$ cat src/qte_pkg.sv
// shared types, widths and the arctangent table for the quaternion to euler pipeline
package qte_pkg;

    localparam int QUAT_WIDTH      = 16;
    localparam int QUAT_FRAC_BITS  = 14;
    localparam int ANGLE_WIDTH_DEF = 16;

    localparam int PROD_W     = 2 * QUAT_WIDTH;
    localparam int OP_W       = PROD_W + 3;
    localparam int PITCH_FRAC = 30;
    localparam int P_W        = PITCH_FRAC + 1;
    localparam int PITCH_SHIFT = PITCH_FRAC - 2 * QUAT_FRAC_BITS;
    localparam int SQ_W       = 2 * P_W;
    localparam int SQRT_TOP   = 2 * PITCH_FRAC;
    localparam int SQRT_STEPS = PITCH_FRAC + 1;

    localparam int NORM_TOP   = 41;
    localparam int NORM_W     = NORM_TOP + 1;
    localparam int NORM_STEPS = 6;
    localparam int CX_W       = NORM_W + 2;
    localparam int ZW         = 34;
    localparam int CORDIC_STEPS = 32;

    localparam logic signed [OP_W-1:0] QUAT_ONE   = OP_W'(1) << (2 * QUAT_FRAC_BITS);
    localparam logic [SQ_W-1:0]        SQ_ONE     = SQ_W'(1) << SQRT_TOP;
    localparam logic signed [ZW-1:0]   Z_HALF     = ZW'(1) << 31;
    localparam logic signed [ZW-1:0]   Z_QUARTER  = ZW'(1) << 30;

    typedef struct packed {
        logic signed [OP_W-1:0] sr;
        logic signed [OP_W-1:0] cr;
        logic signed [OP_W-1:0] sy;
        logic signed [OP_W-1:0] cy;
        logic signed [P_W-1:0]  p;
        logic                   sat;
        logic                   neg;
    } ops_t;

    typedef struct packed {
        logic [SQ_W-1:0] v;
        logic [SQ_W-1:0] r;
    } sqrt_vec_t;

    typedef struct packed {
        logic signed [NORM_W-1:0] x;
        logic signed [NORM_W-1:0] y;
        logic [NORM_W-1:0]        m;
        logic signed [ZW-1:0]     z;
        logic                     zero;
    } norm_vec_t;

    typedef struct packed {
        logic signed [CX_W-1:0] x;
        logic signed [CX_W-1:0] y;
        logic signed [ZW-1:0]   z;
        logic                   zero;
    } cordic_vec_t;

    // atan(2^-i) in units of 2^-31 half turns
    function automatic logic signed [ZW-1:0] atan_entry(input logic [4:0] idx);
        logic signed [ZW-1:0] val;
        unique case (idx)
            5'd0:  val = 34'h020000000;
            5'd1:  val = 34'h012E4051E;
            5'd2:  val = 34'h009FB385B;
            5'd3:  val = 34'h0051111D4;
            5'd4:  val = 34'h0028B0D43;
            5'd5:  val = 34'h00145D7E1;
            5'd6:  val = 34'h000A2F61E;
            5'd7:  val = 34'h000517C55;
            5'd8:  val = 34'h00028BE53;
            5'd9:  val = 34'h000145F2F;
            5'd10: val = 34'h0000A2F98;
            5'd11: val = 34'h0000517CC;
            5'd12: val = 34'h000028BE6;
            5'd13: val = 34'h0000145F3;
            5'd14: val = 34'h00000A2FA;
            5'd15: val = 34'h00000517D;
            5'd16: val = 34'h0000028BE;
            5'd17: val = 34'h00000145F;
            5'd18: val = 34'h000000A30;
            5'd19: val = 34'h000000518;
            5'd20: val = 34'h00000028C;
            5'd21: val = 34'h000000146;
            5'd22: val = 34'h0000000A3;
            5'd23: val = 34'h000000051;
            5'd24: val = 34'h000000029;
            5'd25: val = 34'h000000014;
            5'd26: val = 34'h00000000A;
            5'd27: val = 34'h000000005;
            5'd28: val = 34'h000000003;
            5'd29: val = 34'h000000001;
            5'd30: val = 34'h000000001;
            5'd31: val = 34'h000000000;
            default: val = '0;
        endcase
        return val;
    endfunction

endpackage

$ cat src/qte_prep.sv
// quadrant fold and magnitude pick ahead of the normalizer
module qte_prep (
    input  logic                               aclk,
    input  logic                               en,
    input  logic signed [qte_pkg::OP_W-1:0]    a,
    input  logic signed [qte_pkg::OP_W-1:0]    b,
    output qte_pkg::norm_vec_t                 d_out
);

    qte_pkg::norm_vec_t q_reg;
    qte_pkg::norm_vec_t q_next;
    logic signed [qte_pkg::OP_W-1:0] a_neg;
    logic signed [qte_pkg::OP_W-1:0] b_neg;
    logic signed [qte_pkg::OP_W-1:0] x;
    logic signed [qte_pkg::OP_W-1:0] y;
    logic [qte_pkg::OP_W-1:0] a_mag;
    logic [qte_pkg::OP_W-1:0] b_mag;
    logic flip;

    always_comb begin
        a_neg = -a;
        b_neg = -b;
        flip  = b[qte_pkg::OP_W-1];
        a_mag = a[qte_pkg::OP_W-1] ? a_neg : a;
        b_mag = flip ? b_neg : b;
        x     = flip ? b_neg : b;
        y     = flip ? a_neg : a;
        q_next.x    = qte_pkg::NORM_W'(x);
        q_next.y    = qte_pkg::NORM_W'(y);
        q_next.m    = qte_pkg::NORM_W'((a_mag > b_mag) ? a_mag : b_mag);
        q_next.zero = (a == '0) && (b == '0);
        if (flip) begin
            q_next.z = a[qte_pkg::OP_W-1] ? -qte_pkg::Z_HALF : qte_pkg::Z_HALF;
        end else begin
            q_next.z = '0;
        end
    end

    always_ff @(posedge aclk) begin
        if (en) begin
            q_reg <= q_next;
        end
    end

    assign d_out = q_reg;

endmodule

$ cat config.mk
export PLATFORM = sky130hd
export DESIGN_NAME = qte_prep
export DESIGN_NICKNAME = d
export VERILOG_FILES = /design/src/qte_pkg.sv /design/src/qte_prep.sv
export SDC_FILE = /design/constraint.sdc
export NUM_CORES = 1
export LEC_CHECK = 0
export ABC_CLOCK_PERIOD_IN_PS = 6100
export BUFFER_PORTS_ARGS = -buffer_cell sky130_fd_sc_hd__buf_2
export CAP_MARGIN = 0
export CORE_MARGIN = 4
export CORE_UTILIZATION = 52
export DETAILED_ROUTE_END_ITERATION = 10
export PLACE_DENSITY = 0.82
export SYNTH_ARGS = -nofsm -noshare
export SYNTH_HDL_FRONTEND = slang
export SYNTH_SLANG_ARGS = --single-unit
export TNS_END_PERCENT = 5
$ cat constraint.sdc
create_clock -name aclk -period 6.1 [get_ports aclk]
set_clock_uncertainty 0.05 [all_clocks]
set_input_delay 0.61 -clock aclk [delete_from_list [all_inputs] [get_ports aclk]]
set_output_delay 0.61 -clock aclk [all_outputs]
set_load 0.005 [all_outputs]
# == After elaboration in Yosys (flattened, before gate mapping) ==
# Cells that the tools add are included.
# W data, S select, Z words.
# classes
addsub,2
n_mul,0
n_div,0
order_cmp,1
n_eq_ne,0
n_shift,0
mux,5
bitwise_logic,0
n_reduce_logical,3
# op_table
operator,n
$mux W35,4
$logic_not A35 Y1,2
$neg A35 Y35,2
$gt A35 B35 Y1,1
$mux W34,1
$logic_and A1 B1 Y1,1
# totals
reg_bits,147
latchBits,0
ram_bits,0
mem_bits_ro,0
input_bits,72
output_inout_bits,161
elab_cells,16
mem_count,0

# == Longest topological paths before layout ==
# Gate-level depths: netlist of run 1.
# logic_depth
word_depth,4
ltp_mapped,17
depth_no_buf,15

# == Worst setup path after synthesis of run 1 ==
# OpenSTA, ideal clock, no wires.
# synth_path
kind,input port to flip-flop
from,input a[0] (netlist name)
to,"register q_reg, in the netlist d_out[40] (data pin)"
setup_time_ns,0.260
t_arrival_ns,4.365
required_ns,5.790
path_slack_ns,1.426
cell_stages,17
n_path_buf,2
cell_sequence,inv_1 -> ha_1 -> or3b_2 -> nor3_1 -> nand3_1 -> clkbuf_1 -> o21ai_0 -> xor2_1 -> inv_1 -> ha_1 -> a21oi_1 -> o21ai_0 -> a222oi_1 -> nand3_1 -> o21ai_1 -> buf_2 -> mux2_2
# synth_lines
item,line_no,source
start: declaration,qte_prep.sv:5,"input logic signed [qte_pkg::OP_W-1:0] a,"
end signal: assignment,qte_prep.sv:41,q_reg <= q_next;
end: declaration,qte_prep.sv:10,qte_pkg::norm_vec_t q_reg;

==> results.tsv, run 1 <==
stage	metric	value	unit
cts	cts_tree	done	
setup_path	critPathLaunchType	input port	
synthesis	netlist_area	0.007025	mm²
pwr	p_leak	3.668	nW
finish	drive_above_1_share	30.01	%
pwr	comb_power_share	25.0	%
synthesis	ys_seq_elements	108	
global_route	overflow	0	
setup_path	cpPeakStageDelay	0.89	ns
synthesis	postSynth.topFlopCell	edfxtp_1	
pwr	ir_drop	118.5	µV
timing	timing.setup.tns	0	ns
drt	drtIter0Drc	432	
finish	diodes	0	
timing	fin_crit_sh	93.52	%
pwr	p_per_area	244.4	mW/mm²
global_route	first_global_vias	5380	
setup_path	path_cells	buf_2 -> inv_1 -> ha_1 -> or3b_2 -> nor3_1 -> nand3_1 -> o21ai_0 -> xor2_1 -> inv_1 -> ha_1 -> a21oi_1 -> o21ai_0 -> a222oi_1 -> nand3_1 -> o21ai_4 -> buf_4 -> mux2i_1	
cts	cts-root-buf	clkbuf_16	
global_route	groute.usage.overall	21.92	%
pwr	p_seq_share	48.1	%
timing	rsz0062_at_grt	false	
setup_path	worstSetupPathType	input port to register	
place	dpl.hpwl	13190	µm
timing	worst-slew-pin-transition	1.066	ns
drt	ant_nets	0	
cts	clock_path_buffers	2	
synthesis	synth_area_leaders	edfxtp_1 46%, ha_1 6.8%, xnor2_1 6.0%	
die	io_pins	233	
place	routabilityCongestion	0.8702	
synthesis	synth_top_area_share	46.16	%
place	io_buffers	194	
pwr	power.switching	572.8	µW
timing	setup_ws	0.3953	ns
die	die_w	124.2	µm
synthesis	synthSimpleGateAreaFrac	11.22	%
synthesis	synth_top_cell_by_area	edfxtp_1	
cts	post_cts_buffers	0	
die	die_height	124.2	µm
die	start_util	53.05	%
finish	largest_reg_flops	108	
setup_path	cpMaxStageDelayCell	o21ai_4	
synthesis	synth-edff-count	108	
cts	cts.sinks	108	
synthesis	synth-warning-count	0	
cts	ctsHoldBuffers	0	
timing	finalHoldViolCount	0	
place	place_worst_setup_slack	0.1549	ns
drt	via_count	5435	
synthesis	synth_top_family_by_area	XOR/XNOR gates	
global_route	antenna_found_initial	2	
drt	wl_per_cell	17.26	µm
pwr	swShare	28.59	%
timing	setup_viol	0	
timing	max_freq	0.1753	GHz
drt	drc	0	
finish	fin_util	61.91	%
setup_path	cp.arrival	5.74	ns
synthesis	async_flop_share	0	%
cts	numCtsBuffers	9	
hold_path	hold_class	input port to register	
drt	vias_per_cell	5.440	
setup_path	worst_ep_required_time	6.13	ns
cts	clkTransAtPathRegs	0.07	ns
die	row_count	42	
die	dieArea	0.01543	mm²
synthesis	muxShareOfSynthArea	5.183	%
finish	area_delta_synth_final	16.71	%
synthesis	synth_area_per_cell	10.93	µm²
finish	fin_nets	928	
drt	drt_pre_antenna_iters	5	
setup_path	cp-end-kind	register	
die	core	0.01324	mm²
cts	ctsHtreeMaxLevel	3	
setup_path	path_max_fanout	25	
synthesis	synth-xor-area-share	12.07	%
run	maxCapViolations	0	
timing	holdWs	0.4287	ns
pwr	internal_power	1.431	mW
timing	max-slew-margin-rel	28.64	%
status	status	finished, final reports clean	
timing	finalCriticalPeriod	5.705	ns
synthesis	synth_fa_ha_area_share	6.768	%
global_route	grt_max_degree	61	
timing	drv_slew	0	
global_route	grt_pass1_wl	27250	µm
drt	wirelength	17240	µm
pwr	clockPowerShare	26.9	%
synthesis	seq_area_frac_synth	46.16	%
synthesis	synth-compound-area-share	8.281	%
cts	ctsResizeCount	0	
synthesis	synth_cell_types	51	
synthesis	synth_cells	643	
[kinds of logic after synthesis]
logic type | count (synthesis)
DFF | 108
AOI/OAI and AO/OA | 89
buffers and inverters | 136
muxes | 35
and+or+nand+nor | 140
other | 1
adders and majority gates | 38
xor gates and xnor gates | 96
[cell usage in the layout, fill, tap and decap left out, drive strengths merged, types with 2 or more instances in the layout]
cell / count
a21o: 3
a21oi: 15
and3: 2
buf: 200
clkbuf: 9
clkinv: 3
clkinvlp: 4
conb: 38
edfxtp: 108
ha: 38
inv: 63
mux2: 11
mux2i: 24
nand2: 53
nand2b: 4
nand3: 8
nand3b: 3
nand4: 10
nor2: 7
nor2b: 3
nor3: 8
nor4: 9
o21a: 3
o21ai: 37
o31a: 5
o31ai: 15
o41ai: 6
or2: 3
or3: 12
or4: 14
xnor2: 49
xor2: 47
[per-layer routing]
metal	part of all wire, %	GRT usage, %	vias to the layer above
met5	0.12	0	-
met4	2.4	8.382	4
met3	9.2	5.670	30
met2	47	35.75	284
met1	41	28.05	2574
li1	-	-	2543
[metrics by stage]
stage	cells	total power [mW]	cell area (µm²)
2_1_floorplan	680	1.279	7164
3_3_place_gp	983	1.463	7930
3_5_place_dp	983	1.477	7930
4_1_cts	999	2.013	8199
5_1_grt	999	2.101	8199
6_report	999	2.004	8199
[cell usage after synthesis, drive strengths merged (2+ instances only)]
library cell and number:
o41ai 6, or2 3, nand3 8, nor4 9, xnor2 49, nand2b 4
inv 63, nor2 7, o31a 5, buf 58, mux2 11, clkbuf 15
o21ai 37, nor2b 3, nand3b 3, a21oi 15, nand4 10, and3 2
xor2 47, ha 38, o21a 3, or4 14, edfxtp 108, or3 12
o31ai 15, mux2i 24, nor3 8, a21o 3, nand2 53
[path summary, 6_finish.rpt]
path                  startpoint         to  slack [ns]  cells past startpoint
worst max-delay path        a[0]  d_out[56]        0.40                     17
worst min-delay path        a[0]  d_out[77]        0.43                      1
[cell type report]
class | instances | area (µm²)
fill | 1100 | 5044
sequential | 108 | 3243
multi-input combinational | 436 | 3212
timing repair buffer | 200 | 1018
inverter | 63 | 236.5
clock buffer | 9 | 225.2
tap | 176 | 220.2
clock inverter | 7 | 43.79
[power groups by stage]
stage / Sequential, mW / Combinational (mW) / Clock (mW)
after CTS: 0.965 / 0.501 / 0.546
after detailed placement: 0.979 / 0.498 / 0
after floorplan: 0.988 / 0.291 / 0
after global placement: 0.979 / 0.485 / 0
after global routing: 0.973 / 0.554 / 0.574
final: 0.963 / 0.501 / 0.540
[critical path: cells and delay by family]
kind / cells / cell delay, ns
xor gates and xnor gates: 1 / 0.24
and+or+nand+nor: 4 / 1.77
buffers and inverters: 4 / 0.66
adders and majority gates: 2 / 0.47
muxes: 1 / 0.10
AOI/OAI and AO/OA: 5 / 1.86
(Power assumes the default switching activity.)
==> run 2, diff against run 1 <==
- ABC_CLOCK_PERIOD_IN_PS: 6100 -> 6900
- CORE_UTILIZATION: 52 -> 55
- PLACE_DENSITY: 0.82 -> 0.86
- clock period: 6.1 -> 6.9 ns (I/O delays scaled with it)
==> run 2 against run 1 <==
Net effect: core utilization is 3.2 points higher; non-clock buffer count decreased by 1; clock-buffer cell count unchanged; final area down 0.17%; power shrank 12%; via count is 3.0% lower; die area down 5.1%; first-iteration DRC count is 15% lower; global-route usage up 0.79 points; critical path depth unchanged; hold slack gained 0.071 ns; sequential share of layout area is 0.066 points higher; critical path type unchanged; critical endpoint unchanged; largest power group unchanged; highest routed layer is now met4.
==> results.tsv, run 2 (synthesis gave the netlist of run 1 again) <==
stage	metric	value	unit	change
status	status	finished, final reports clean		unchanged
cts	cts-root-buf	clkbuf_16		unchanged
drt	wl_per_cell	16.77	µm	was 17.26 µm
hold_path	hold_class	input port to register		unchanged
global_route	grt_pass1_wl	25810	µm	was 27250 µm
cts	numCtsBuffers	9		unchanged
drt	via_count	5272		was 5435
timing	finalHoldViolCount	0		unchanged
pwr	clockPowerShare	26.9	%	about the same
global_route	grt_max_degree	60		was 61
setup_path	worst_ep_required_time	6.94	ns	was 6.13 ns
place	io_buffers	194		unchanged
setup_path	cp-end-kind	register		unchanged
cts	ctsHoldBuffers	0		unchanged
cts	ctsResizeCount	0		unchanged
timing	fin_crit_sh	79.08	%	
drt	ant_nets	0		unchanged
cts	cts.sinks	108		unchanged
timing	max-slew-margin-rel	36.50	%	was 28.64%
die	die_w	121.0	µm	was 124.2 µm
global_route	overflow	0		unchanged
global_route	groute.usage.overall	22.71	%	was 21.92%
setup_path	crit_end	d_out[56]		unchanged
place	dpl.hpwl	12750	µm	was 13190 µm
die	core	0.01257	mm²	was 0.01324 mm²
pwr	p_per_area	215.8	mW/mm²	was 244.4 mW/mm²
pwr	p_leak	3.672	nW	was 3.668 nW
place	place_worst_setup_slack	1.120	ns	was 0.1549 ns
finish	fin_nets	927		was 928
global_route	first_global_vias	5111		was 5380
setup_path	cpPeakStageDelay	0.57	ns	was 0.89 ns
pwr	swShare	28.32	%	was 28.59%
timing	setup_viol	0		unchanged
setup_path	path_delay_family	simple AND/OR/NAND/NOR gates		was compound AO/OA/AOI/OAI gates
cts	clock_path_buffers	2		unchanged
finish	final_area	0.008185	mm²	was 0.008199 mm²
finish	drive_above_1_share	29.81	%	was 30.01%
setup_path	worstSetupPathType	input port to register		unchanged
finish	largest_reg_flops	108		unchanged
cts	post_cts_buffers	0		unchanged
finish	area_delta_synth_final	16.51	%	was 16.71%
setup_path	path_max_fanout	15		was 25
global_route	antenna_found_initial	0		was 2
pwr	power.switching	500.2	µW	was 572.8 µW
drt	wirelength	16670	µm	was 17240 µm
finish	mostFrequentLayoutCells	193 x buf_2, 108 x edfxtp_1, 63 x inv_1, 53 x nand2_1, 48 x xnor2_1		unchanged
setup_path	startpoint	a[0]		unchanged
timing	holdWs	0.5000	ns	was 0.4287 ns
setup_path	cpMaxStageDelayCell	nor3_1		was o21ai_4
cts	cts_tree	done		unchanged
die	io_pins	233		unchanged
timing	rsz0062_at_grt	false		unchanged
setup_path	crit_cells	17		unchanged
die	die_height	121.0	µm	was 124.2 µm
die	row_count	41		was 42
finish	final_common_cell	buf_2		unchanged
place	place_inst	978		was 983
setup_path	path_common_cell	inv_1		
die	start_util	55.90	%	was 53.05%
pwr	finalPower	1.766	mW	was 2.004 mW
timing	max_freq	0.1833	GHz	
drt	drc	0		unchanged
timing	setup_ws	1.443	ns	was 0.3953 ns
finish	diodes	0		unchanged
pwr	comb_power_share	25.1	%	was 25.0%
cts	ctsHtreeMaxLevel	3		unchanged
finish	fin_util	65.13	%	was 61.91%
timing	timing.setup.tns	0	ns	unchanged
drt	drt_pre_antenna_iters	5		unchanged
setup_path	cp_num_buf_inv	5		was 4
die	dieArea	0.01465	mm²	was 0.01543 mm²
timing	drv_slew	0		unchanged
pwr	p_seq_share	48.1	%	about the same
drt	drtIter0Drc	367		was 432
place	dpl_cell_area	0.007918	mm²	was 0.007930 mm²
setup_path	path_cells	buf_2 -> inv_1 -> ha_1 -> or3b_2 -> nor3_1 -> nand3_1 -> o21ai_0 -> xor2_1 -> inv_1 -> ha_1 -> nand4_1 -> nor4_1 -> inv_1 -> a41oi_1 -> o21ai_4 -> buf_4 -> mux2i_1		was buf_2 -> inv_1 -> ha_1 -> or3b_2 -> nor3_1 -> nand3_1 -> o21ai_0 -> xor2_1 -> inv_1 -> ha_1 -> a21oi_1 -> o21ai_0 -> a222oi_1 -> nand3_1 -> o21ai_4 -> buf_4 -> mux2i_1
drt	vias_per_cell	5.304		was 5.440
run	maxCapViolations	0		unchanged
place	routabilityCongestion	0.8862		was 0.8702
timing	finalCriticalPeriod	5.457	ns	
setup_path	cp.arrival	5.49	ns	was 5.74 ns
setup_path	critPathLaunchType	input port		unchanged
pwr	ir_drop	118.4	µV	was 118.5 µV
pwr	internal_power	1.266	mW	was 1.431 mW
timing	worst-slew-pin-transition	0.9525	ns	was 1.066 ns
finish	final_cells	994		was 999
cts	clkTransAtPathRegs	0.07	ns	about the same
[run 2: cell count changes in the layout (fill, tap and decap cells not counted), sizes merged]
| cell | before | now |
|---|---|---|
| buf | 200 | 199 |
| clkinv | 3 | 5 |
| clkinvlp | 4 | 1 |
| inv | 63 | 64 |
[run 2: worst min path at each step]
stage,startpoint,to,slack (ns),cells after the start
detailed placement,a[0],d_out[77],0.86,1
CTS,a[0],d_out[77],0.48,1
global route,a[0],d_out[77],0.49,1
floorplan,b[0],d_out[119],0.74,0
finish,a[0],d_out[77],0.50,1
global placement,a[0],d_out[77],0.86,1
[run 2: routing by layer]
layer  track usage, %  up-vias  part of all wire [%]
li1                 -     2544                     -
met1            29.31     2476                    42
met2            37.58      231                    48
met3            5.361       21                   8.8
met4            7.790        0                   1.8
met5                0        -                     0
[run 2: layout make-up]
type	instances	area, µm²
Clock inverter	7	42.54
Sequential cell	108	3243
Tap cell	172	215.2
Clock buffer	9	225.2
Multi-Input combinational cell	436	3212
Inverter	63	236.5
Fill cell	955	4383
Timing Repair Buffer	199	1011
[run 2: power by group through the flow]
| stage | logic [mW] | clock network, mW | registers (mW) |
|---|---|---|---|
| after floorplan | 0.257 | 0 | 0.873 |
| after global placement | 0.428 | 0 | 0.863 |
| after detailed placement | 0.440 | 0 | 0.863 |
| after CTS | 0.443 | 0.484 | 0.850 |
| after global routing | 0.491 | 0.515 | 0.857 |
| final | 0.442 | 0.474 | 0.849 |
==> run 3, diff against run 2 <==
- ABC_CLOCK_PERIOD_IN_PS: 6900 -> 4350
- CORE_UTILIZATION: 55 -> 47
- PLACE_DENSITY: 0.86 -> 0.78
- clock period: 6.9 -> 4.35 ns (I/O delays scaled with it)
==> run 3 against run 2 <==
Net effect: critical path depth down 1; power up 71%; global-route usage down 1.8 points; die area up 16%; via count up 6.2%; first-iteration DRC count up 2.5%.
==> results.tsv, run 3 (synthesis gave the netlist of run 1 again) <==
stage	metric	value	unit	change
die	die_w	130.3	µm	was 121.0 µm
timing	finalHoldViolCount	0		unchanged
drt	ant_nets	0		unchanged
drt	wirelength	18160	µm	was 16670 µm
pwr	ir_drop	181.5	µV	was 118.4 µV
status	status	finished, final reports clean		unchanged
global_route	overflow	0		unchanged
global_route	first_global_vias	5417		was 5111
finish	fin_nets	1012		was 927
setup_path	cp-end-kind	register		unchanged
run	maxCapViolations	0		unchanged
setup_path	cpMaxStageDelayCell	or4_1		was nor3_1
cts	numCtsBuffers	9		unchanged
cts	clock_path_buffers	2		unchanged
setup_path	cp_num_buf_inv	4		was 5
hold_path	min_to	d_out[77]		unchanged
pwr	p_leak	4.142	nW	was 3.672 nW
drt	drc	0		unchanged
setup_path	path_max_fanout	10		was 15
hold_path	hp-start	a[0]		unchanged
setup_path	worst_ep_required_time	4.41	ns	was 6.94 ns
setup_path	critPathLaunchType	input port		unchanged
timing	worst-slew-pin-transition	1.088	ns	was 0.9525 ns
place	place_worst_setup_slack	-0.3329	ns	was 1.120 ns
timing	setup_viol	0		unchanged
timing	setup_ws	0.1051	ns	was 1.443 ns
timing	max-slew-margin-rel	27.44	%	was 36.50%
timing	drv_slew	0		unchanged
finish	drive_above_1_share	37.20	%	was 29.81%
die	io_pins	233		unchanged
pwr	p_per_area	336.8	mW/mm²	was 215.8 mW/mm²
cts	cts_tree	done		unchanged
die	core	0.01459	mm²	was 0.01257 mm²
timing	holdWs	0.2403	ns	was 0.5000 ns
finish	mostFrequentLayoutCells	193 x buf_2, 108 x edfxtp_1, 89 x buf_4, 63 x inv_1, 53 x nand2_1		was 193 x buf_2, 108 x edfxtp_1, 63 x inv_1, 53 x nand2_1, 48 x xnor2_1
die	start_util	48.16	%	was 55.90%
global_route	grt_max_degree	85		was 60
place	routabilityCongestion	0.8844		was 0.8862
cts	cts-root-buf	clkbuf_16		unchanged
drt	drtIter0Drc	376		was 367
drt	wl_per_cell	16.66	µm	was 16.77 µm
finish	diodes	0		unchanged
die	die_height	130.3	µm	was 121.0 µm
hold_path	whs_path_depth	1		unchanged
drt	via_count	5597		was 5272
finish	largest_reg_flops	108		unchanged
setup_path	path_cells	buf_2 -> or4_1 -> nor3_4 -> nand3_1 -> buf_4 -> o21ai_0 -> xor2_1 -> inv_1 -> ha_1 -> a21oi_1 -> o21ai_0 -> a222oi_1 -> nand3_1 -> o21ai_4 -> buf_12 -> mux2_2		was buf_2 -> inv_1 -> ha_1 -> or3b_2 -> nor3_1 -> nand3_1 -> o21ai_0 -> xor2_1 -> inv_1 -> ha_1 -> nand4_1 -> nor4_1 -> inv_1 -> a41oi_1 -> o21ai_4 -> buf_4 -> mux2i_1
global_route	antenna_found_initial	0		unchanged
finish	fillerInstances	1200		was 955
setup_path	path_delay_family	simple AND/OR/NAND/NOR gates		unchanged
cts	ctsHoldBuffers	0		unchanged
place	dpl.hpwl	14180	µm	was 12750 µm
cts	cts.sinks	108		unchanged
die	row_count	44		was 41
timing	finalCriticalPeriod	4.245	ns	
global_route	grt_pass1_wl	27120	µm	was 25810 µm
setup_path	cp.arrival	4.31	ns	was 5.49 ns
die	dieArea	0.01697	mm²	was 0.01465 mm²
cts	ctsHtreeMaxLevel	3		unchanged
finish	area_delta_synth_final	27.89	%	was 16.51%
drt	drt_pre_antenna_iters	5		unchanged
timing	max_freq	0.2356	GHz	
finish	final_common_cell	buf_2		unchanged
drt	vias_per_cell	5.135		was 5.304
hold_path	hold_class	input port to register		unchanged
timing	fin_crit_sh	97.58	%	
global_route	groute.usage.overall	20.87	%	was 22.71%
cts	clkTransAtPathRegs	0.07	ns	about the same
setup_path	cpPeakStageDelay	0.61	ns	was 0.57 ns
place	io_buffers	194		unchanged
setup_path	worstSetupPathType	input port to register		unchanged
## run 3: what timing repair did
action                                  4_1_cts  5_1_grt
resized for setup                             1       10
setup buffers                                 0        1
endpoints found under the setup margin        2       34
pin swaps                                     0        6
## run 3: where the power goes
group | internal [mW] | leakage [nW] | total (mW) | switching (mW)
clock | 0.503 | 0.148 | 0.886 | 0.384
sequential | 1.31 | 1.06 | 1.35 | 0.0362
combinational | 0.380 | 2.94 | 0.793 | 0.413
## run 3: per-layer routing
metal	share of wire [%]	global-route usage, %
met1	43	27.34
met2	47	34.85
met3	8.0	4.585
met4	1.4	6.112
met5	0	0
## run 3: worst max-delay path by stage
stage | slack (ns) | from | endpoint | depth (start not counted)
6_report | 0.11 | a[15] | d_out[40] | 16
5_1_grt | -0.09 | a[15] | d_out[40] | 16
4_1_cts | 0.04 | a[1] | d_out[40] | 18
3_5_place_dp | -0.33 | a[1] | d_out[40] | 18
3_3_place_gp | -0.27 | a[0] | d_out[39] | 18
2_1_floorplan | 0.02 | a[25] | d_out[40] | 15
## run 3: final cells by class
type,count,area (µm²),area share (%)
inverter,63,236.5,2.632
clock buffer,9,225.2,2.507
multi-input combinational,436,3287,36.58
tap,184,230.2,2.562
clock inverter,6,88.84,0.9887
sequential,108,3243,36.10
timing repair buffer,284,1674,18.63
## run 3: stage by stage
step	power, mW	cell area [µm²]	std cells	utilization (%)	TNS (ns)
2_1_floorplan	1.796	7176	680	-	0
3_3_place_gp	2.138	8593	1074	58.90	-7.413
3_5_place_dp	2.159	8593	1074	58.90	-8.566
4_1_cts	3.048	8914	1089	61.10	0
5_1_grt	3.175	8985	1090	61.59	-1.152
6_report	3.026	8985	1090	61.59	0
